`src/hdl/lock_alarm_controller_assert.svh`:
```
// ----------------------------------------------------------------------------
// lock_alarm_controller_assert.svh
// assertion macros shared by the lock and alarm controller modules
// ----------------------------------------------------------------------------
`ifndef LOCK_ALARM_CONTROLLER_ASSERT_SVH
`define LOCK_ALARM_CONTROLLER_ASSERT_SVH

`ifndef SYNTHESIS

// property checked at every clock edge outside reset
`define LAC_ASSERT(label, clk, rst_n, prop) \
	label: assert property (@(posedge clk) disable iff (!rst_n) prop) \
		else $error("lac assertion failed");

// consequence expected in the cycle after the trigger
`define LAC_ASSERT_NEXT(label, clk, rst_n, ante, cons) \
	label: assert property (@(posedge clk) disable iff (!rst_n) (ante) |=> (cons)) \
		else $error("lac assertion failed");

`else

`define LAC_ASSERT(label, clk, rst_n, prop)
`define LAC_ASSERT_NEXT(label, clk, rst_n, ante, cons)

`endif

`endif

```
`src/hdl/lac_pkg.sv`:
```
// ----------------------------------------------------------------------------
// lac_pkg
// types, codes and reset constants of the lock and alarm controller
// ----------------------------------------------------------------------------
package lac_pkg;

	localparam int POT_W      = 12;
	localparam int ANGLE_W    = 8;
	localparam int CODE_W     = 14;
	localparam int TIMER_W    = 16;
	localparam int CFG_IDX_W  = 3;
	localparam int CFG_DATA_W = 16;

	typedef enum logic [2:0] {
		M_LOCKING  = 3'd0,
		M_ARMED    = 3'd1,
		M_ALARM    = 3'd2,
		M_WAIT     = 3'd3,
		M_DISARMED = 3'd4
	} mode_t;

	// command codes
	localparam logic [2:0] CMD_DISARM   = 3'd1;
	localparam logic [2:0] CMD_ARM      = 3'd2;
	localparam logic [2:0] CMD_OPEN     = 3'd3;
	localparam logic [2:0] CMD_CLOSE    = 3'd4;
	localparam logic [2:0] CMD_DIAL     = 3'd5;
	localparam logic [2:0] CMD_RESPONSE = 3'd6;

	// pending request bits
	localparam int RQ_DISARM = 0;
	localparam int RQ_ARM    = 1;
	localparam int RQ_OPEN   = 2;
	localparam int RQ_CLOSE  = 3;
	localparam int RQ_DIAL   = 4;
	localparam int RQ_W      = 5;

	// link message codes
	localparam logic [2:0] MSG_NONE      = 3'd0;
	localparam logic [2:0] MSG_ARMED     = 3'd1;
	localparam logic [2:0] MSG_CHALLENGE = 3'd2;
	localparam logic [2:0] MSG_AUTH_OK   = 3'd3;
	localparam logic [2:0] MSG_AUTH_FAIL = 3'd4;
	localparam logic [2:0] MSG_TOO_MANY  = 3'd5;

	// radio event codes
	localparam logic [1:0] RAD_NONE   = 2'd0;
	localparam logic [1:0] RAD_FORCED = 2'd1;
	localparam logic [1:0] RAD_UNAUTH = 2'd2;

	// reply verdict codes
	localparam logic [1:0] AUTH_NONE = 2'd0;
	localparam logic [1:0] AUTH_OK   = 2'd1;
	localparam logic [1:0] AUTH_FAIL = 2'd2;

	// register indexes
	localparam logic [CFG_IDX_W-1:0] CFG_TAMPER   = 3'd0;
	localparam logic [CFG_IDX_W-1:0] CFG_DEADBAND = 3'd1;
	localparam logic [CFG_IDX_W-1:0] CFG_MAX_FAIL = 3'd2;
	localparam logic [CFG_IDX_W-1:0] CFG_ALARM_P  = 3'd3;
	localparam logic [CFG_IDX_W-1:0] CFG_BLINK_P  = 3'd4;
	localparam logic [CFG_IDX_W-1:0] CFG_STEP_P   = 3'd5;

	typedef struct packed {
		logic [2:0]        command;
		logic [CODE_W-1:0] response_value;
		logic [POT_W-1:0]  pot_sample;
		logic [CODE_W-1:0] challenge_draw;
		logic              link_connected;
	} in_item_t;

	typedef struct packed {
		logic [2:0]         mode;
		logic               green_led;
		logic               red_led;
		logic [ANGLE_W-1:0] servo_angle;
		logic [2:0]         link_message;
		logic [CODE_W-1:0]  challenge_out;
		logic [2:0]         failure_count;
		logic [1:0]         radio_event;
		logic               alarm_ping;
	} out_item_t;

	typedef struct packed {
		logic [POT_W-1:0]   tamper_limit;
		logic [POT_W-1:0]   follow_deadband;
		logic [2:0]         max_failures;
		logic [TIMER_W-1:0] alarm_period_ms;
		logic [TIMER_W-1:0] blink_period_ms;
		logic [7:0]         servo_step_ms;
	} cfg_t;

	localparam cfg_t CFG_RESET = '{
		tamper_limit:     12'd70,
		follow_deadband:  12'd30,
		max_failures:     3'd3,
		alarm_period_ms:  16'd3000,
		blink_period_ms:  16'd250,
		servo_step_ms:    8'd15
	};

endpackage

```
`src/hdl/lac_cfg_regs.sv`:
```
// ----------------------------------------------------------------------------
// lac_cfg_regs
// configuration register bank written through the plain write port
// ----------------------------------------------------------------------------
module lac_cfg_regs
	import lac_pkg::*;
(
	input  logic                  clk,
	input  logic                  arst_n,
	input  logic                  cfg_we,
	input  logic [CFG_IDX_W-1:0]  cfg_index,
	input  logic [CFG_DATA_W-1:0] cfg_data,
	output cfg_t                  cfg
);

	cfg_t cfg_q;

	always_ff @(posedge clk or negedge arst_n) begin
		if (!arst_n) begin
			cfg_q <= CFG_RESET;
		end else if (cfg_we) begin
			unique case (cfg_index)
				CFG_TAMPER:   cfg_q.tamper_limit <= cfg_data[POT_W-1:0];
				CFG_DEADBAND: cfg_q.follow_deadband <= cfg_data[POT_W-1:0];
				CFG_MAX_FAIL: cfg_q.max_failures <= cfg_data[2:0];
				CFG_ALARM_P:  cfg_q.alarm_period_ms <= cfg_data[TIMER_W-1:0];
				CFG_BLINK_P:  cfg_q.blink_period_ms <= cfg_data[TIMER_W-1:0];
				CFG_STEP_P:   cfg_q.servo_step_ms <= cfg_data[7:0];
				default: ;
			endcase
		end
	end

	assign cfg = cfg_q;

endmodule

```
`config.mk`:
```
export PLATFORM = sky130hd
export DESIGN_NAME = lac_cfg_regs
export DESIGN_NICKNAME = d
export VERILOG_FILES = /design/src/hdl/lock_alarm_controller_assert.svh /design/src/hdl/lac_pkg.sv /design/src/hdl/lac_cfg_regs.sv
export SDC_FILE = /design/constraint.sdc
export NUM_CORES = 1
export LEC_CHECK = 0
export BUFFER_PORTS_ARGS = -buffer_cell sky130_fd_sc_hd__buf_4
export CAP_MARGIN = 20
export CORE_UTILIZATION = 44
export CTS_CLUSTER_SIZE = 25
export DETAILED_ROUTE_END_ITERATION = 16
export PLACE_DENSITY = 0.75
export RECOVER_POWER = 50
export SYNTH_ARGS = -nofsm -noshare
export SYNTH_HDL_FRONTEND = slang
export SYNTH_SLANG_ARGS = --single-unit
export TNS_END_PERCENT = 10
```
`constraint.sdc`:
```
create_clock -name clk -period 0.8 [get_ports clk]
set_clock_uncertainty 0.05 [all_clocks]
set_input_delay 0.12 -clock clk [delete_from_list [all_inputs] [get_ports clk]]
set_output_delay 0.12 -clock clk [all_outputs]
set_load 0.05 [all_outputs]
```
==> out/qor.csv <==
stage,metric,value,unit
synth,ys_types,11,
synth,syn_area_per_cell,17.7,um^2
synth,netlist_area,2570,um^2
layout,final_layout_size_suffix_gt1_frac,0.811,
layout,ff_latch_area,1710,um^2
sta,timing.slew.headroom,0.720,
clock_tree,cts.root.buffer_cell,clkbuf_8,
global_route,global_route.overflow_total,0,
clock_tree,cts_hold_buf,1,
sta,final_hold_viol_count,10,
layout,net_count_of_the_finished_layout,271,
floorplanning,core_area,5570,um^2
placed_design,dpl.hpwl,3.68,mm
synth,yosysSeqAreaShare,0.665,
clock_tree,post_cts.repair.setup_buffers,0,
routing,dr.first_iter.drc_count,40,
clock_tree,clkLatencyLatePin,330,ps
global_route,via_count_of_the_first_global_routing_pass,1811,
sta,hold_slack,-30.0,ps
setup_path,critical_path.cell_chain,buf_8,
routing,avgViaCountPerCell,5.09,
synth,synthDominantAreaCellType,dfrtp_1,
global_route,grt_first_pass_wirelength,9.66,mm
routing,firstDrtPassIters,3,
setup_path,worst_setup_path_end_kind,primary output,
sta,finalSetupViolations,122,
synth,top_area_cells_in_the_synthesized_netlist,"dfrtp_1, mux2_2, dfstp_2",
placed_design,globalplace.congestion,0.711,
sta,timing_worst_slew_pin_value,420,ps
sta,crit_path_setup_slack_layout,-422,ps
routing,via_count,1660,
synth,count_of_mapped_cells_out_of_synthesis,145,
power_and_ir_drop,leakage,0.00193,uW
routing,drcViolationCount,0,
clock_tree,ctsHtreeMaxLevel,3,
layout,fill_cells,369,
flow_run,max_cap_viol_count,0,
power_and_ir_drop,pwr_density_cell,3300,nW/um^2
floorplanning,die_height,78.4,um
synth,number_of_storage_elements_in_the_synthesis_netlist,67,
setup_path,buffers_and_inverters_on_the_worst_path,1,
setup_path,start_kind,register,
setup_path,cp.required,630,ps
synth,synth_most_common_cell,mux2_2,
layout,synthToLayoutAreaGrowth,61.5,%
global_route,number_of_antenna_violations_at_the_first_check_in_global_routing,0,
synth,syn-num-nets,167,
routing,antenna_left,0,
layout,diodes,0,
setup_path,timing.critical_path.fanout_max,2,
clock_tree,cts-root-to-sink-buffers,2,
routing,post_drt_wl_per_cell,18.4,um
outcome,outcome,"finished, violations left",
synth,ys.warnings.count,0,
placed_design,dp_slack,-564,ps
clock_tree,clock-sinks,67,
floorplanning,die_area,6150,um^2
setup_path,critPathArrivalTime,1050,ps
sta,post-route-min-period,1220,ps
sta,final-max-slew-violation-count,0,
power_and_ir_drop,irDropWorstVdd,2.21,mV
setup_path,timing.critical_path.max_delay_family,flip-flops,
routing,routed_wl,5.98,mm
clock_tree,cts.reportedPaths.clkPinSlew,70,ps
floorplanning,dieWidth,78.4,um
hold_path,min-delay-path-class,in -> reg,
setup_path,critical_path.slowest_cell,dfstp_2,
clock_tree,tritoncts_clock_tree,done,
setup_path,worstSetupPathType,reg -> out,
setup_path,timing.critical_path.slowest_cell_delay,560,ps
synth,count_of_flip_flops_with_a_built_in_enable_after_synthesis,0,
sta,totalNegativeSetupSlack,-24820,ps
floorplanning,io_pins,89,
synth,netlist_top_cells_count,"mux2_2, dfrtp_1, dfstp_2, buf_2, and4bb_2",
power_and_ir_drop,total_power,13700,uW
sta,fmaxAchievable,819,MHz
synth,synth_top_cell_area_share,0.399,
synth,synthArstFlopShare,1.00,
global_route,maximum_number_of_pins_on_one_net_before_global_route_repair,49,
clock_tree,cts_buffers,9,
sta,final.period_utilization,1.53,
synth,postSynth.topFlopCell,dfrtp_1,
outcome,violations,"negative hold slack, negative setup slack",
global_route,gr-usage-all-layers,0.211,
sta,grt_setup_unrepaired,true,
floorplanning,start_util,0.461,
layout,multi_input_gate_area,1010,um^2
floorplanning,placementRows,27,
placed_design,io_buffers,88,
layout,largest_reg_flops,67,
==> metal layers <==
layer  up-vias  global-route usage  wire length, um
li1        730                   -                -
met1       860               0.260             2480
met2        66               0.346             3010
met3         4              0.0942              460
met4         0              0.0389               40
met5         -                   0                0
==> through the flow <==
step	std cells	instance area, um^2	utilization
after floorplan	145	2620	-
after global placement	309	3480	0.624
after detailed placement	309	3480	0.624
after CTS	326	4100	0.736
after global routing	326	4150	0.745
final	326	4150	0.745
==> placed cells by master (no fill, tap or decap) <==
cell type / synthesis / final
clkinv_2: 0 / 1
mux2_2: 67 / 24
buf_4: 1 / 18
buf_2: 3 / 1
bufinv_16: 0 / 1
dlygate4sd3_1: 0 / 1
clkbuf_1: 0 / 5
nand4b_2: 1 / 1
clkbuf_8: 0 / 10
mux2_4: 0 / 43
nand4b_1: 1 / 1
buf_8: 0 / 23
dfrtp_1: 41 / 41
dfstp_2: 26 / 26
and4bb_2: 2 / 2
nor4bb_4: 0 / 1
buf_6: 1 / 49
nor4b_4: 0 / 1
buf_12: 0 / 5
==> power by group <==
group | leakage (uW) | switching, uW | internal (uW)
Sequential | 0.000765 | 645 | 4370
Clock | 0.0000947 | 1170 | 1530
Combinational | 0.00107 | 3420 | 2570
==> worst paths after layout <==
kind,to,depth (start not counted),start,slack [ps]
setup / recovery,cfg[47],1,cfg[47],-420
min in group asynchronous,cfg[37],3,arst_n,340
hold / removal,cfg[22],2,cfg_data[14],-30
max in group asynchronous,cfg[32],3,arst_n,20
hold reg to reg,cfg[39],1,cfg[39],480
setup reg to reg,cfg[18],1,cfg[18],-50
==> logic make-up (layout without fill, tap and decap cells) <==
family                 count (synthesis)  count (layout)  share of synthesized area
flip-flops                            67              67                      0.665
multiplexers                          67              67                      0.293
buffers and inverters                  5             114                     0.0131
AND/OR/NAND/NOR                        6               6                     0.0287
==> final cells by class <==
type	instances	area share
Clock buffer	14	0.0368
Timing Repair Buffer	98	0.277
Multi-Input combinational cell	73	0.244
Sequential cell	67	0.412
Clock inverter	2	0.00844
Tap cell	72	0.0217
==> repair_timing <==
| item | 4_1_cts | 5_1_grt |
|---|---|---|
| pin swaps | 3 | 0 |
| endpoints found under the hold margin | 117 | 40 |
| setup endpoints to repair | 119 | 132 |
| resized for setup | 114 | 17 |
Power figures use the tool's default switching activity.
