==> config.mk <==
export PLATFORM = sky130hd
export DESIGN_NAME = lac_dial_map
export DESIGN_NICKNAME = d
export VERILOG_FILES = /design/src/hdl/lock_alarm_controller_assert.svh /design/src/hdl/lac_pkg.sv /design/src/hdl/lac_dial_map.sv
export SDC_FILE = /design/constraint.sdc
export NUM_CORES = 1
export LEC_CHECK = 0
export BUFFER_PORTS_ARGS = -buffer_cell sky130_fd_sc_hd__clkbuf_2
export CAP_MARGIN = 20
export CORE_AREA = 2 2 73 75
export DETAILED_ROUTE_END_ITERATION = 10
export DIE_AREA = 0 0 75 77
export GPL_ROUTABILITY_DRIVEN = 0
export GPL_TIMING_DRIVEN = 0
export PLACE_DENSITY_LB_ADDON = 0.25
export SLEW_MARGIN = 20
export SYNTH_ARGS = -nofsm -noshare
export SYNTH_HDL_FRONTEND = slang
export SYNTH_SLANG_ARGS = --single-unit
==> constraint.sdc <==
create_clock -name vclk -period 15.84
set_clock_uncertainty 0.2 [all_clocks]
set_input_delay 4.752 -clock vclk [all_inputs]
set_output_delay 4.752 -clock vclk [all_outputs]
set_load 0.005 [all_outputs]
==> src/hdl/lock_alarm_controller_assert.svh <==
// ----------------------------------------------------------------------------
// lock_alarm_controller_assert.svh
// assertion macros shared by the lock and alarm controller modules
// ----------------------------------------------------------------------------
`ifndef LOCK_ALARM_CONTROLLER_ASSERT_SVH
`define LOCK_ALARM_CONTROLLER_ASSERT_SVH

`ifndef SYNTHESIS

// property checked at every clock edge outside reset
`define LAC_ASSERT(label, clk, rst_n, prop) \
	label: assert property (@(posedge clk) disable iff (!rst_n) prop) \
		else $error("lac assertion failed");

// consequence expected in the cycle after the trigger
`define LAC_ASSERT_NEXT(label, clk, rst_n, ante, cons) \
	label: assert property (@(posedge clk) disable iff (!rst_n) (ante) |=> (cons)) \
		else $error("lac assertion failed");

`else

`define LAC_ASSERT(label, clk, rst_n, prop)
`define LAC_ASSERT_NEXT(label, clk, rst_n, ante, cons)

`endif

`endif

==> src/hdl/lac_pkg.sv <==
// ----------------------------------------------------------------------------
// lac_pkg
// types, codes and reset constants of the lock and alarm controller
// ----------------------------------------------------------------------------
package lac_pkg;

	localparam int POT_W      = 12;
	localparam int ANGLE_W    = 8;
	localparam int CODE_W     = 14;
	localparam int TIMER_W    = 16;
	localparam int CFG_IDX_W  = 3;
	localparam int CFG_DATA_W = 16;

	typedef enum logic [2:0] {
		M_LOCKING  = 3'd0,
		M_ARMED    = 3'd1,
		M_ALARM    = 3'd2,
		M_WAIT     = 3'd3,
		M_DISARMED = 3'd4
	} mode_t;

	// command codes
	localparam logic [2:0] CMD_DISARM   = 3'd1;
	localparam logic [2:0] CMD_ARM      = 3'd2;
	localparam logic [2:0] CMD_OPEN     = 3'd3;
	localparam logic [2:0] CMD_CLOSE    = 3'd4;
	localparam logic [2:0] CMD_DIAL     = 3'd5;
	localparam logic [2:0] CMD_RESPONSE = 3'd6;

	// pending request bits
	localparam int RQ_DISARM = 0;
	localparam int RQ_ARM    = 1;
	localparam int RQ_OPEN   = 2;
	localparam int RQ_CLOSE  = 3;
	localparam int RQ_DIAL   = 4;
	localparam int RQ_W      = 5;

	// link message codes
	localparam logic [2:0] MSG_NONE      = 3'd0;
	localparam logic [2:0] MSG_ARMED     = 3'd1;
	localparam logic [2:0] MSG_CHALLENGE = 3'd2;
	localparam logic [2:0] MSG_AUTH_OK   = 3'd3;
	localparam logic [2:0] MSG_AUTH_FAIL = 3'd4;
	localparam logic [2:0] MSG_TOO_MANY  = 3'd5;

	// radio event codes
	localparam logic [1:0] RAD_NONE   = 2'd0;
	localparam logic [1:0] RAD_FORCED = 2'd1;
	localparam logic [1:0] RAD_UNAUTH = 2'd2;

	// reply verdict codes
	localparam logic [1:0] AUTH_NONE = 2'd0;
	localparam logic [1:0] AUTH_OK   = 2'd1;
	localparam logic [1:0] AUTH_FAIL = 2'd2;

	// register indexes
	localparam logic [CFG_IDX_W-1:0] CFG_TAMPER   = 3'd0;
	localparam logic [CFG_IDX_W-1:0] CFG_DEADBAND = 3'd1;
	localparam logic [CFG_IDX_W-1:0] CFG_MAX_FAIL = 3'd2;
	localparam logic [CFG_IDX_W-1:0] CFG_ALARM_P  = 3'd3;
	localparam logic [CFG_IDX_W-1:0] CFG_BLINK_P  = 3'd4;
	localparam logic [CFG_IDX_W-1:0] CFG_STEP_P   = 3'd5;

	typedef struct packed {
		logic [2:0]        command;
		logic [CODE_W-1:0] response_value;
		logic [POT_W-1:0]  pot_sample;
		logic [CODE_W-1:0] challenge_draw;
		logic              link_connected;
	} in_item_t;

	typedef struct packed {
		logic [2:0]         mode;
		logic               green_led;
		logic               red_led;
		logic [ANGLE_W-1:0] servo_angle;
		logic [2:0]         link_message;
		logic [CODE_W-1:0]  challenge_out;
		logic [2:0]         failure_count;
		logic [1:0]         radio_event;
		logic               alarm_ping;
	} out_item_t;

	typedef struct packed {
		logic [POT_W-1:0]   tamper_limit;
		logic [POT_W-1:0]   follow_deadband;
		logic [2:0]         max_failures;
		logic [TIMER_W-1:0] alarm_period_ms;
		logic [TIMER_W-1:0] blink_period_ms;
		logic [7:0]         servo_step_ms;
	} cfg_t;

	localparam cfg_t CFG_RESET = '{
		tamper_limit:     12'd70,
		follow_deadband:  12'd30,
		max_failures:     3'd3,
		alarm_period_ms:  16'd3000,
		blink_period_ms:  16'd250,
		servo_step_ms:    8'd15
	};

endpackage

==> src/hdl/lac_dial_map.sv <==
// ----------------------------------------------------------------------------
// lac_dial_map
// scales a pot reading to a servo angle by a constant reciprocal multiply
// ----------------------------------------------------------------------------
module lac_dial_map
	import lac_pkg::*;
#(
	parameter int POT_MAX   = 4095,
	parameter int ANGLE_MAX = 180
) (
	input  logic [POT_W-1:0]   pot,
	output logic [ANGLE_W-1:0] angle
);

	// exact floor(pot * ANGLE_MAX / POT_MAX) for every pot below 2**POT_W
	localparam int SHIFT = POT_W + $clog2(POT_MAX + 1) + 1;
	localparam longint unsigned RECIP =
		((longint'(ANGLE_MAX) << SHIFT) + longint'(POT_MAX) - 1) / longint'(POT_MAX);
	localparam int RECIP_W = $clog2(RECIP + 1);
	localparam int PROD_W = POT_W + RECIP_W;

	logic [PROD_W-1:0] prod;
	logic [PROD_W-1:0] quot;

	assign prod = PROD_W'(pot) * PROD_W'(RECIP);
	assign quot = prod >> SHIFT;
	assign angle = (quot > PROD_W'(ANGLE_MAX)) ? ANGLE_W'(ANGLE_MAX) : quot[ANGLE_W-1:0];

endmodule

==> results_tabular.tex <==
\begin{tabular}{lr}
\hline
Metric & Value \\
\hline
\multicolumn{2}{l}{\textbf{Status}} \\
\quad Status & completed \\
\multicolumn{2}{l}{\textbf{STA}} \\
\quad Part of the cycle the worst path needs & 92.7\% \\
\quad Worst slew slack as a fraction of its limit & 68.6\% \\
\quad Max-slew violation total from the final report & 0 \\
\quad Unrepaired setup endpoints after global routing & false \\
\quad Slew at the pin with the worst max-slew slack & 0.460 ns \\
\quad Peak clock frequency supported by timing & 68.1 MHz \\
\quad Hold Worst Slack & 10.39 ns \\
\quad Final hold vios & 0 \\
\quad Final worst path period need & 14.68 ns \\
\quad Final setup violation count & 0 \\
\quad Setup total negative slack & 0 ns \\
\multicolumn{2}{l}{\textbf{Place}} \\
\quad Count of buffers from port buffering & 20 \\
\quad Placed Area & 3350 um2 \\
\quad Sum of net half-perimeters after detailed placement & 6390 um \\
\multicolumn{2}{l}{\textbf{Pwr}} \\
\quad Pwr per Cell Area & 152 nW/um2 \\
\quad Highest ir drop seen on vdd & 0.0736 mV \\
\quad Leakage & 1.84 nW \\
\multicolumn{2}{l}{\textbf{GRT}} \\
\quad First-pass GRT wire length & 11700 um \\
\quad Global-route congestion overflow total & 0 \\
\quad Overall track demand over capacity in global routing & 25.8\% \\
\quad Pin count of the biggest net entering global routing & 9 \\
\quad Vias in the first global route & 2596 \\
\quad Number of antenna violations at the first check in global routing & 0 \\
\multicolumn{2}{l}{\textbf{Finish}} \\
\quad Non-Filler Cell Area, Final & 3350 um2 \\
\quad FF+latch area & 0 um2 \\
\quad Layout-stage area growth over the synthesis result & 5.94\% \\
\quad Post-layout nets & 525 \\
\quad Final-layout fill cell count & 401 \\
\quad Number of flip-flops and latches & 0 \\
\quad Inserted Diodes & 0 \\
\quad Proportion of layout cells with a drive suffix above 1 & 7.87\% \\
\quad Number of clock-tree buffers in the layout & 0 \\
\quad Post-layout util & 67.3\% \\
\multicolumn{2}{l}{\textbf{Route}} \\
\quad Detailed-route via count & 2620 \\
\quad First-pass iteration count of the detailed router & 4 \\
\quad Count of antenna-violating nets left after detailed routing & 0 \\
\quad Via count normalized by instance count & 5.81 \\
\quad Number of design-rule violations left by the first detailed-router iteration & 204 \\
\quad Drt drc & 0 \\
\quad Final routed wire length divided by cell count & 15.3 um \\
\quad Aggregate routed wire length & 6890 um \\
\multicolumn{2}{l}{\textbf{Synth}} \\
\quad Area contributors post-synth & sky130\_fd\_sc\_hd\_\_ha\_1, sky130\_fd\_sc\_hd\_\_fa\_1, sky130\_fd\_sc\_hd\_\_inv\_1 \\
\quad Number of library cell types mapped by synthesis & 49 \\
\quad Synthesized Nets & 503 \\
\quad Cell accounting for the most synthesized area & sky130\_fd\_sc\_hd\_\_ha\_1 \\
\quad Average size of a mapped cell & 8.76 um2 \\
\quad Proportion of synthesized chip area in sequential cells & 0\% \\
\quad Most common cell in the synthesized netlist & sky130\_fd\_sc\_hd\_\_ha\_1 \\
\quad Post-synth design cell area & 3160 um2 \\
\quad Synth warnings & 0 \\
\quad Area share of the largest cell type after synthesis & 36.0\% \\
\quad Top cell types by occurrence after synthesis & sky130\_fd\_sc\_hd\_\_ha\_1, sky130\_fd\_sc\_hd\_\_inv\_1, sky130\_fd\_sc\_hd\_\_fa\_1 \\
\quad Post-synthesis instance total & 361 \\
\multicolumn{2}{l}{\textbf{Setup path}} \\
\quad Critical path capture point type & primary output \\
\quad Number of buffer and inverter stages on the critical path & 6 \\
\quad Most frequent cell on the critical path & sky130\_fd\_sc\_hd\_\_inv\_1 \\
\quad CP delay by family, top & adder cells \\
\quad Critical Path, Cell by Cell & clkbuf\_2 -> ha\_1 -> ha\_1 -> inv\_1 -> fa\_1 -> inv\_1 -> fa\_1 -> inv\_1 -> fa\_1 -> inv\_1 -> ha\_1 -> nand2\_1 -> a211oi\_1 -> a21oi\_1 -> or4\_4 -> and4b\_4 -> a311o\_4 -> nor3\_4 -> a311o\_1 -> clkbuf\_2 \\
\quad Critical Path RT & 10.89 ns \\
\quad Critical path launch point type & primary input \\
\quad Data arrival time of the critical path & 9.73 ns \\
\quad Critical path class & primary input to primary output \\
\quad CP max-delay cell & sky130\_fd\_sc\_hd\_\_fa\_1 \\
\quad Stages on worst setup path & 20 \\
\quad Crit-path max cell delay & 0.53 ns \\
\quad Critical Path Fanout Max & 6 \\
\multicolumn{2}{l}{\textbf{Worst hold path}} \\
\quad Worst hold endpoint & angle[1] \\
\quad Type of the most critical hold path & primary input to primary output \\
\quad Hold Crit Start & pot[0] \\
\quad Hold depth & 8 \\
\multicolumn{2}{l}{\textbf{Floorplanning}} \\
\quad Core box area & 4980 um2 \\
\quad Number of placed I/O pins & 20 \\
\quad Die Ht & 77 um \\
\quad Initial Util & 63.5\% \\
\quad Number of core rows & 26 \\
\quad Die X-Extent & 75 um \\
\quad DIE AREA & 5780 um2 \\
\multicolumn{2}{l}{\textbf{Job}} \\
\quad Number of maximum-capacitance constraint violations & 0 \\
\multicolumn{2}{l}{\textbf{Clock tree}} \\
\quad CTS Hold Buffers Added & 0 \\
\quad Post-CTS setup buffer count & 0 \\
\quad Gates resized, CTS repair & 0 \\
\hline
\end{tabular}
per-layer routing:
layer | track usage, % | wire length [um] | vias up | part of all wire [%]
met5 | 0 | 0 | - | 0
met4 | 4.29 | 109 | 0 | 1.6
met3 | 0.920 | 355 | 10 | 5.2
met2 | 43.1 | 3290 | 92 | 48
met1 | 37.5 | 3130 | 1227 | 45
li1 | - | - | 1291 | -
cells in the final DEF (no fill, tap or decap), drive strengths merged, types with 3 or more instances in the layout:
cell type / count
and2: 4
xor2: 7
nand4: 8
nand2: 22
clkbuf: 21
xnor2: 4
a21oi: 26
a211oi: 6
fa: 39
o21ai: 16
nor2: 14
nand3: 5
a21o: 3
inv: 76
ha: 91
nor3: 6
tightest hold or removal path, cell delays in order:
cell and delay, ns:
sky130_fd_sc_hd__clkbuf_2 0.12, sky130_fd_sc_hd__nand4_1 0.11, sky130_fd_sc_hd__o22ai_1 0.08, sky130_fd_sc_hd__o2111ai_1 0.28, sky130_fd_sc_hd__o211ai_1 0.16, sky130_fd_sc_hd__xnor2_1 0.18, sky130_fd_sc_hd__nor3_1 0.04, sky130_fd_sc_hd__clkbuf_2 0.10
worst max path at each step:
stage                     endpoint    from
after global routing      angle[2]  pot[3]
after floorplan           angle[2]  pot[3]
after detailed placement  angle[2]  pot[3]
after CTS                 angle[2]  pot[3]
final                     angle[2]  pot[3]
after global placement    angle[2]  pot[3]
cells by family after synthesis:
logic type | Yosys count | share of synthesized area, %
adder cells (fa/ha/maj) | 130 | 60.7
buffers and inverters | 78 | 9.38
AO/OA/AOI/OAI | 71 | 14.5
AND/OR/NAND/NOR | 69 | 11.7
XOR/XNOR | 11 | 3.05
multiplexers | 2 | 0.673
per-stage QoR:
step | power [mW] | instances | setup WS, ns
after detailed placement | 0.500 | 451 | 1.14
final | 0.509 | 451 | 1.16
after global placement | 0.488 | 451 | 1.21
after floorplan | 0.373 | 361 | 1.78
after global routing | 0.577 | 451 | 0.942
after CTS | 0.505 | 451 | 1.12
final cells by class:
class,count,area (um2),share of cell area [%]
buffer,2,11.3,0.336
timing repair buffer,20,100,2.99
multi-input combinational,283,2870,85.5
tap,70,87.6,2.61
inverter,76,285,8.52
power by group:
part	internal [mW]	leakage (nW)	switching (mW)
registers	0	0	0
logic	0.212	1.84	0.297
clock network	0	0	0
Power figures use the tool's default switching activity.
