**config.mk**
```make
export PLATFORM = sky130hd
export DESIGN_NAME = lac_ctrl
export DESIGN_NICKNAME = d
export VERILOG_FILES = /design/src/hdl/lac_pkg.sv /design/src/hdl/lac_ctrl.sv
export VERILOG_INCLUDE_DIRS = /design/src /design/src/hdl
export SDC_FILE = /design/constraint.sdc
export NUM_CORES = 1
export LEC_CHECK = 0
export BUFFER_PORTS_ARGS = -buffer_cell sky130_fd_sc_hd__buf_2
export CAP_MARGIN = 20
export CORE_MARGIN = 4
export CORE_UTILIZATION = 50
export CTS_BUF_LIST = sky130_fd_sc_hd__clkbuf_4 sky130_fd_sc_hd__clkbuf_8
export DETAILED_ROUTE_END_ITERATION = 16
export GPL_TIMING_DRIVEN = 0
export PLACE_DENSITY = 0.76
export SETUP_SLACK_MARGIN = 0.4
export SKIP_CTS_REPAIR_TIMING = 1
export SYNTH_ARGS = -nofsm -noshare
export SYNTH_HDL_FRONTEND = slang
export SYNTH_SLANG_ARGS = --single-unit
```
**constraint.sdc**
```tcl
create_clock -name clk -period 7.6 [get_ports clk]
set_input_delay 1.52 -clock clk [delete_from_list [all_inputs] [get_ports clk]]
set_output_delay 1.52 -clock clk [all_outputs]
set_load 0.02 [all_outputs]
```
**src/hdl/lock_alarm_controller_assert.svh**
```systemverilog
// ----------------------------------------------------------------------------
// lock_alarm_controller_assert.svh
// assertion macros shared by the lock and alarm controller modules
// ----------------------------------------------------------------------------
`ifndef LOCK_ALARM_CONTROLLER_ASSERT_SVH
`define LOCK_ALARM_CONTROLLER_ASSERT_SVH

`ifndef SYNTHESIS

// property checked at every clock edge outside reset
`define LAC_ASSERT(label, clk, rst_n, prop) \
	label: assert property (@(posedge clk) disable iff (!rst_n) prop) \
		else $error("lac assertion failed");

// consequence expected in the cycle after the trigger
`define LAC_ASSERT_NEXT(label, clk, rst_n, ante, cons) \
	label: assert property (@(posedge clk) disable iff (!rst_n) (ante) |=> (cons)) \
		else $error("lac assertion failed");

`else

`define LAC_ASSERT(label, clk, rst_n, prop)
`define LAC_ASSERT_NEXT(label, clk, rst_n, ante, cons)

`endif

`endif

```
**src/hdl/lac_pkg.sv**
```systemverilog
// ----------------------------------------------------------------------------
// lac_pkg
// types, codes and reset constants of the lock and alarm controller
// ----------------------------------------------------------------------------
package lac_pkg;

	localparam int POT_W      = 12;
	localparam int ANGLE_W    = 8;
	localparam int CODE_W     = 14;
	localparam int TIMER_W    = 16;
	localparam int CFG_IDX_W  = 3;
	localparam int CFG_DATA_W = 16;

	typedef enum logic [2:0] {
		M_LOCKING  = 3'd0,
		M_ARMED    = 3'd1,
		M_ALARM    = 3'd2,
		M_WAIT     = 3'd3,
		M_DISARMED = 3'd4
	} mode_t;

	// command codes
	localparam logic [2:0] CMD_DISARM   = 3'd1;
	localparam logic [2:0] CMD_ARM      = 3'd2;
	localparam logic [2:0] CMD_OPEN     = 3'd3;
	localparam logic [2:0] CMD_CLOSE    = 3'd4;
	localparam logic [2:0] CMD_DIAL     = 3'd5;
	localparam logic [2:0] CMD_RESPONSE = 3'd6;

	// pending request bits
	localparam int RQ_DISARM = 0;
	localparam int RQ_ARM    = 1;
	localparam int RQ_OPEN   = 2;
	localparam int RQ_CLOSE  = 3;
	localparam int RQ_DIAL   = 4;
	localparam int RQ_W      = 5;

	// link message codes
	localparam logic [2:0] MSG_NONE      = 3'd0;
	localparam logic [2:0] MSG_ARMED     = 3'd1;
	localparam logic [2:0] MSG_CHALLENGE = 3'd2;
	localparam logic [2:0] MSG_AUTH_OK   = 3'd3;
	localparam logic [2:0] MSG_AUTH_FAIL = 3'd4;
	localparam logic [2:0] MSG_TOO_MANY  = 3'd5;

	// radio event codes
	localparam logic [1:0] RAD_NONE   = 2'd0;
	localparam logic [1:0] RAD_FORCED = 2'd1;
	localparam logic [1:0] RAD_UNAUTH = 2'd2;

	// reply verdict codes
	localparam logic [1:0] AUTH_NONE = 2'd0;
	localparam logic [1:0] AUTH_OK   = 2'd1;
	localparam logic [1:0] AUTH_FAIL = 2'd2;

	// register indexes
	localparam logic [CFG_IDX_W-1:0] CFG_TAMPER   = 3'd0;
	localparam logic [CFG_IDX_W-1:0] CFG_DEADBAND = 3'd1;
	localparam logic [CFG_IDX_W-1:0] CFG_MAX_FAIL = 3'd2;
	localparam logic [CFG_IDX_W-1:0] CFG_ALARM_P  = 3'd3;
	localparam logic [CFG_IDX_W-1:0] CFG_BLINK_P  = 3'd4;
	localparam logic [CFG_IDX_W-1:0] CFG_STEP_P   = 3'd5;

	typedef struct packed {
		logic [2:0]        command;
		logic [CODE_W-1:0] response_value;
		logic [POT_W-1:0]  pot_sample;
		logic [CODE_W-1:0] challenge_draw;
		logic              link_connected;
	} in_item_t;

	typedef struct packed {
		logic [2:0]         mode;
		logic               green_led;
		logic               red_led;
		logic [ANGLE_W-1:0] servo_angle;
		logic [2:0]         link_message;
		logic [CODE_W-1:0]  challenge_out;
		logic [2:0]         failure_count;
		logic [1:0]         radio_event;
		logic               alarm_ping;
	} out_item_t;

	typedef struct packed {
		logic [POT_W-1:0]   tamper_limit;
		logic [POT_W-1:0]   follow_deadband;
		logic [2:0]         max_failures;
		logic [TIMER_W-1:0] alarm_period_ms;
		logic [TIMER_W-1:0] blink_period_ms;
		logic [7:0]         servo_step_ms;
	} cfg_t;

	localparam cfg_t CFG_RESET = '{
		tamper_limit:     12'd70,
		follow_deadband:  12'd30,
		max_failures:     3'd3,
		alarm_period_ms:  16'd3000,
		blink_period_ms:  16'd250,
		servo_step_ms:    8'd15
	};

endpackage

```
**src/hdl/lac_ctrl.sv**
```systemverilog
// ----------------------------------------------------------------------------
// lac_ctrl
// controller state and the per-tick update of timers, servo, requests and mode
// ----------------------------------------------------------------------------
`include "lock_alarm_controller_assert.svh"

module lac_ctrl
	import lac_pkg::*;
#(
	parameter int ANGLE_MAX = 180
) (
	input  logic               clk,
	input  logic               arst_n,
	input  logic               en,
	input  in_item_t           item,
	input  logic [ANGLE_W-1:0] dial_angle,
	input  cfg_t               cfg,
	output out_item_t          result
);

	mode_t              mode_q;
	logic [2:0]         fail_q;
	logic [RQ_W-1:0]    pend_q;
	logic [1:0]         auth_q;
	logic [CODE_W-1:0]  chal_q;
	logic [POT_W-1:0]   door_ref_q;
	logic [POT_W-1:0]   stable_pot_q;
	logic               follow_q;
	logic [ANGLE_W-1:0] angle_q;
	logic [ANGLE_W-1:0] target_q;
	logic [TIMER_W-1:0] step_q;
	logic [TIMER_W-1:0] blink_q;
	logic [TIMER_W-1:0] ping_q;
	logic               level_q;
	logic               first_q;
	logic               red_q;

	mode_t              mode_v;
	logic [2:0]         fail_v;
	logic [RQ_W-1:0]    pend_v;
	logic [1:0]         auth_v;
	logic [CODE_W-1:0]  chal_v;
	logic [POT_W-1:0]   ref_v;
	logic [POT_W-1:0]   sp_v;
	logic               follow_v;
	logic [ANGLE_W-1:0] angle_v;
	logic [ANGLE_W-1:0] target_v;
	logic [TIMER_W-1:0] step_v;
	logic [TIMER_W-1:0] blink_v;
	logic [TIMER_W-1:0] ping_v;
	logic               level_v;
	logic               red_v;
	logic [2:0]         msg_v;
	logic [CODE_W-1:0]  chal_out_v;
	logic [1:0]         radio_v;
	logic               ping_out_v;
	logic               green_v;

	function automatic logic [TIMER_W-1:0] sat_inc(input logic [TIMER_W-1:0] t);
		return (t != '1) ? t + TIMER_W'(1) : t;
	endfunction

	function automatic logic [POT_W-1:0] abs_diff(input logic [POT_W-1:0] a,
			input logic [POT_W-1:0] b);
		return (a > b) ? a - b : b - a;
	endfunction

	always_comb begin
		ref_v      = first_q ? item.pot_sample : door_ref_q;
		sp_v       = first_q ? item.pot_sample : stable_pot_q;
		step_v     = sat_inc(step_q);
		blink_v    = sat_inc(blink_q);
		ping_v     = sat_inc(ping_q);
		mode_v     = mode_q;
		fail_v     = fail_q;
		pend_v     = pend_q;
		auth_v     = auth_q;
		chal_v     = chal_q;
		follow_v   = follow_q;
		angle_v    = angle_q;
		target_v   = target_q;
		level_v    = level_q;
		red_v      = red_q;
		msg_v      = MSG_NONE;
		chal_out_v = '0;
		radio_v    = RAD_NONE;
		ping_out_v = 1'b0;
		green_v    = 1'b0;

		// servo slew
		if (step_v > TIMER_W'(cfg.servo_step_ms) && angle_v != target_v) begin
			if (angle_v < target_v) begin
				angle_v = angle_v + ANGLE_W'(1);
			end else begin
				angle_v = angle_v - ANGLE_W'(1);
			end
			step_v = '0;
		end

		// command latch
		unique case (item.command)
			CMD_DISARM: pend_v[RQ_DISARM] = 1'b1;
			CMD_ARM:    pend_v[RQ_ARM] = 1'b1;
			CMD_OPEN:   pend_v[RQ_OPEN] = 1'b1;
			CMD_CLOSE:  pend_v[RQ_CLOSE] = 1'b1;
			CMD_DIAL:   pend_v[RQ_DIAL] = 1'b1;
			CMD_RESPONSE: begin
				if (mode_q == M_WAIT) begin
					auth_v = (item.response_value == chal_q) ? AUTH_OK : AUTH_FAIL;
				end
			end
			default: ;
		endcase

		// mode transition
		unique case (mode_q)
			M_LOCKING: begin
				if (angle_v == '0) begin
					ref_v  = item.pot_sample;
					fail_v = '0;
					mode_v = M_ARMED;
					msg_v  = MSG_ARMED;
				end
			end
			M_ARMED, M_ALARM: begin
				if (mode_q == M_ARMED &&
						abs_diff(item.pot_sample, ref_v) > cfg.tamper_limit) begin
					radio_v = RAD_FORCED;
					mode_v  = M_ALARM;
				end else if (pend_v[RQ_DISARM]) begin
					chal_v             = item.challenge_draw;
					msg_v              = MSG_CHALLENGE;
					chal_out_v         = item.challenge_draw;
					pend_v[RQ_DISARM]  = 1'b0;
					fail_v             = '0;
					mode_v             = M_WAIT;
				end
			end
			M_WAIT: begin
				if (auth_v == AUTH_OK) begin
					msg_v    = MSG_AUTH_OK;
					auth_v   = AUTH_NONE;
					fail_v   = '0;
					follow_v = 1'b1;
					mode_v   = M_DISARMED;
				end else if (auth_v == AUTH_FAIL) begin
					auth_v = AUTH_NONE;
					if (fail_v != '1) begin
						fail_v = fail_v + 3'd1;
					end
					if (fail_v >= cfg.max_failures) begin
						msg_v   = MSG_TOO_MANY;
						radio_v = RAD_UNAUTH;
						mode_v  = M_ALARM;
					end else begin
						msg_v = MSG_AUTH_FAIL;
					end
				end
			end
			M_DISARMED: begin
				priority if (pend_v[RQ_ARM]) begin
					pend_v[RQ_ARM] = 1'b0;
					mode_v         = M_LOCKING;
				end else if (pend_v[RQ_OPEN]) begin
					follow_v        = 1'b0;
					target_v        = ANGLE_W'(ANGLE_MAX);
					pend_v[RQ_OPEN] = 1'b0;
				end else if (pend_v[RQ_CLOSE]) begin
					follow_v         = 1'b0;
					target_v         = '0;
					pend_v[RQ_CLOSE] = 1'b0;
				end else if (pend_v[RQ_DIAL]) begin
					follow_v        = 1'b1;
					sp_v            = item.pot_sample;
					pend_v[RQ_DIAL] = 1'b0;
				end else begin
				end
			end
			default: mode_v = M_ARMED;
		endcase

		// mode action
		unique case (mode_v)
			M_LOCKING: begin
				target_v = '0;
				green_v  = 1'b1;
				red_v    = 1'b0;
			end
			M_ARMED: begin
				green_v = 1'b1;
				red_v   = 1'b0;
			end
			M_ALARM: begin
				if (blink_v > cfg.blink_period_ms) begin
					level_v = !level_v;
					red_v   = level_v;
					blink_v = '0;
				end
				if (ping_v > cfg.alarm_period_ms) begin
					ping_out_v = 1'b1;
					ping_v     = '0;
				end
			end
			M_WAIT: begin
				if (blink_v > cfg.blink_period_ms) begin
					level_v = !level_v;
					red_v   = level_v;
					blink_v = '0;
				end
			end
			default: begin
				if (follow_v && abs_diff(item.pot_sample, sp_v) > cfg.follow_deadband) begin
					sp_v     = item.pot_sample;
					target_v = dial_angle;
				end
				red_v = 1'b0;
			end
		endcase

		if (!item.link_connected) begin
			msg_v      = MSG_NONE;
			chal_out_v = '0;
		end
	end

	always_comb begin
		result.mode          = mode_v;
		result.green_led     = green_v;
		result.red_led       = red_v;
		result.servo_angle   = angle_v;
		result.link_message  = msg_v;
		result.challenge_out = chal_out_v;
		result.failure_count = fail_v;
		result.radio_event   = radio_v;
		result.alarm_ping    = ping_out_v;
	end

	always_ff @(posedge clk or negedge arst_n) begin
		if (!arst_n) begin
			mode_q       <= M_DISARMED;
			fail_q       <= '0;
			pend_q       <= '0;
			auth_q       <= AUTH_NONE;
			chal_q       <= '0;
			door_ref_q   <= '0;
			stable_pot_q <= '0;
			follow_q     <= 1'b1;
			angle_q      <= '0;
			target_q     <= '0;
			step_q       <= '0;
			blink_q      <= '0;
			ping_q       <= '0;
			level_q      <= 1'b0;
			first_q      <= 1'b1;
			red_q        <= 1'b0;
		end else if (en) begin
			mode_q       <= mode_v;
			fail_q       <= fail_v;
			pend_q       <= pend_v;
			auth_q       <= auth_v;
			chal_q       <= chal_v;
			door_ref_q   <= ref_v;
			stable_pot_q <= sp_v;
			follow_q     <= follow_v;
			angle_q      <= angle_v;
			target_q     <= target_v;
			step_q       <= step_v;
			blink_q      <= blink_v;
			ping_q       <= ping_v;
			level_q      <= level_v;
			first_q      <= 1'b0;
			red_q        <= red_v;
		end
	end

	`LAC_ASSERT_NEXT(a_angle_step, clk, arst_n, en,
		(angle_q == $past(angle_q) || angle_q == $past(angle_q) + 8'd1 ||
		angle_q == $past(angle_q) - 8'd1))
	`LAC_ASSERT(a_red_quiet, clk, arst_n,
		(mode_q != M_ALARM && mode_q != M_WAIT) |-> !red_q)
	`LAC_ASSERT_NEXT(a_disarm_taken, clk, arst_n,
		en && mode_q == M_ARMED && mode_v == M_WAIT, !pend_q[RQ_DISARM])

endmodule

```
==> reports/qor.txt <==
setup-violating endpoint count in the final report - 23
P_leak - 6.66 nW
initial antenna violation count - 2
Final period util - 105%
Area Growth Syn to Fin - 20.8%
CP Class - in -> out
dominant synthesized flop cell - dfrtp_1
Initial Utilization - 51.5%
DIE HEIGHT - 159 µm
status - finished, violations left
RSZ-0062 raised after global routing - yes
busiest grt layer - met2
fin worst setup slack - -0.404 ns
gr ovfl total - 0
largest net degree at the start of global routing - 74
TNS Setup - -6.98 ns
layout cell share with drive strength beyond 1 - 23.9%
antenna viol nets, final - 0
full die area - 25200 µm²
routed len/inst - 16.7 µm
violated checks - negative setup slack
Worst Hold Class - reg -> reg
Setup Skew - 0.0106 ns
number of synthesized register bits - 119
Critical Path Sink Type - output port
io pins - 158
Mapped Cells - 1346
GR Util met3 - 4.33%
Top delay family on crit path - compound AO/OA/AOI/OAI gates
vias in the first global route - 10.2k
peak supply drop - 0.178 mV
Net Count, Synth - 1604
Hold WS - 0.494 ns
Worst EP required - 6.08 ns
Slew Limit Headroom - 26.5%
Clk Latency, worst-skew pair - 0.44 ns
row count - 54
core area - 22100 µm²
syn avg cell area - 8.45 µm²
Crit-path slowest cell - fa_2
Netlist cell types - 78
pins over their slew limit - 0
GP Congestion - 0.941
CTS tree - yes
CTS max path bufs - 2
Sink Count - 119
CTS root buf - clkbuf_8
met2 Use GR - 38.3%
Util after Layout - 62.2%
actual slew at the worst max-slew pin - 1.09 ns
drt first pass iters - 6
Post-synth EDFFs - 0
clock buffer count from CTS - 17
routed wire length - 30.9 mm
CP Launch Type - input port
Largest stage delay, worst path - 0.39 ns
Buf/Inv on CP - 10
gr usage total - 23.2%
Cell Area, Synth - 11400 µm²
via count - 10.5k
DP HPWL - 23.7 mm
max_cap viols - 0
PwrDens - 333 nW/µm²
sequential-to-total area share from yosys stat - 26.2%
pre-CTS WS - -0.654 ns
Tmin final - 8.00 ns
first-pass GRT wire length - 49.5 mm
DRC viols - 0
Crit path arrival time - 6.48 ns
Vias/cell - 5.69
f_max - 0.125 GHz
Detailed Route Iter0 Violations - 596
htree depth - 4
Yosys Warn Count - 0
CP Max Fanout - 6
met1 usage - 31.9%
buffers added on ports - 155
Fin. Hold Viols - 0
Clk pin slew, worst setup/hold paths - 0.08 ns
Final nets - 1808
CP most frequent cell - buf_4
Synth async-reset ratio - 100%
Die X - 159 µm
[placed cells by master (no fill, tap or decap), types with 17 or more instances in the layout]
cell type  synthesis  final
a21o_1            30     30
a21oi_1           82     76
a31oi_1           23     21
buf_2              6    136
buf_4              5     25
buf_6              0     31
clkbuf_1          39     31
clkbuf_8           0     18
dfrtp_1          116    116
ha_1             131    128
inv_1            160    155
mux2_2            51     51
mux2i_1           39     32
nand2_1           90     89
nand3_1           56     53
nand4_1           39     39
nor2_1            73     71
nor2b_1           24     23
o21ai_0           62     59
o2bb2ai_1         18     17
xnor2_1           59     59
xor2_1            27     27
[cells by family (layout without fill, tap and decap cells)]
family | count (synthesis) | count (layout) | synth area share (%)
simple gates | 390 | 390 | 18.0
compound gates | 304 | 304 | 17.6
buf+inv | 217 | 434 | 7.40
fa+ha+maj | 136 | 136 | 15.3
flops | 119 | 119 | 26.2
mux | 94 | 94 | 8.88
xor+xnor | 86 | 86 | 6.62
other cells | 0 | 2 | 0
[per-layer routing]
metal	wire length (µm)	up-vias
li1	-	5173
met1	14200	5011
met2	14700	298
met3	1610	22
met4	334	0
met5	0	-
[state kept, by name, indices dropped and copies added (netlist names)]
register / cells
blink_q: 16
ping_q: 16
step_q: 16
chal_q: 14
door_ref_q: 12
stable_pot_q: 12
angle_q: 8
target_q: 8
pend_q: 5
fail_q: 3
mode_q: 3
auth_q: 2
first_q: 1
follow_q: 1
level_q: 1
red_q: 1
[cells in the mapped netlist, types with 7 or more instances]
library cell    n  area [µm²]
dfrtp_1       116        2900
nand2b_1        9        56.3
ha_1          131        1640
o211ai_1        8        60.1
nand2_1        90         338
a31oi_1        23         144
o2bb2ai_1      18         158
nor3_1         17        85.1
and3_1         28         175
o31ai_1         9        67.6
xor2_1         27         236
inv_1         160         601
nor2b_1        24         150
clkbuf_1       39         146
nor2_1         73         274
a21o_1         30         225
nand3_1        56         280
nand4_1        39         244
o21a_1         12        90.1
mux2i_1        39         390
xnor2_1        59         517
and4_1          7        61.3
and2_1         12        75.1
o21ai_0        62         310
a21oi_1        82         410
mux2_2         51         574
[power by group]
| group | internal (mW) | switching, mW |
|---|---|---|
| sequential | 0.811 | 0.162 |
| clock | 0.257 | 0.288 |
| combinational | 1.43 | 1.63 |
[worst paths after layout]
path,start,endpoint,slack (ns),cells after the start
setup / recovery,item[15],result[0],-0.40,28
hold / removal,door_ref_q[11],door_ref_q[11],0.49,1
setup reg to reg,mode_q[2],stable_pot_q[10],0.97,30
hold reg to reg,door_ref_q[11],door_ref_q[11],0.49,1
max in group asynchronous,arst_n,mode_q[2],5.84,2
min in group asynchronous,arst_n,door_ref_q[10],1.01,1
[cell type report]
type | count | area [µm²]
clock inverters | 15 | 129
well taps | 280 | 350
fillers | 1861 | 8360
plain buffers | 56 | 274
flip-flops and latches | 119 | 2980
clock buffers | 17 | 234
diodes | 2 | 5.00
multi-input cells | 1010 | 7920
repair buffers | 185 | 1240
inverters | 161 | 607
[worst register-to-register path, delay by kind of cell, from the launching register on]
family / cells / cell delay (ns)
XOR/XNOR: 1 / 0.12
buffers and inverters: 6 / 1.36
adder cells (fa/ha/maj): 3 / 0.94
AND/OR/NAND/NOR: 7 / 0.96
multiplexers: 1 / 0.37
AO/OA/AOI/OAI: 12 / 2.13
flip-flops: 1 / 0.65
[stage by stage]
step                      area, µm²  cells  total power, mW
after floorplan               11600   1346             2.97
after global placement        12700   1781             3.53
after detailed placement      12700   1782             3.60
after CTS                     13100   1814             4.16
after global routing          13700   1845             4.98
final                         13700   1845             4.58
(Power assumes the default switching activity.)
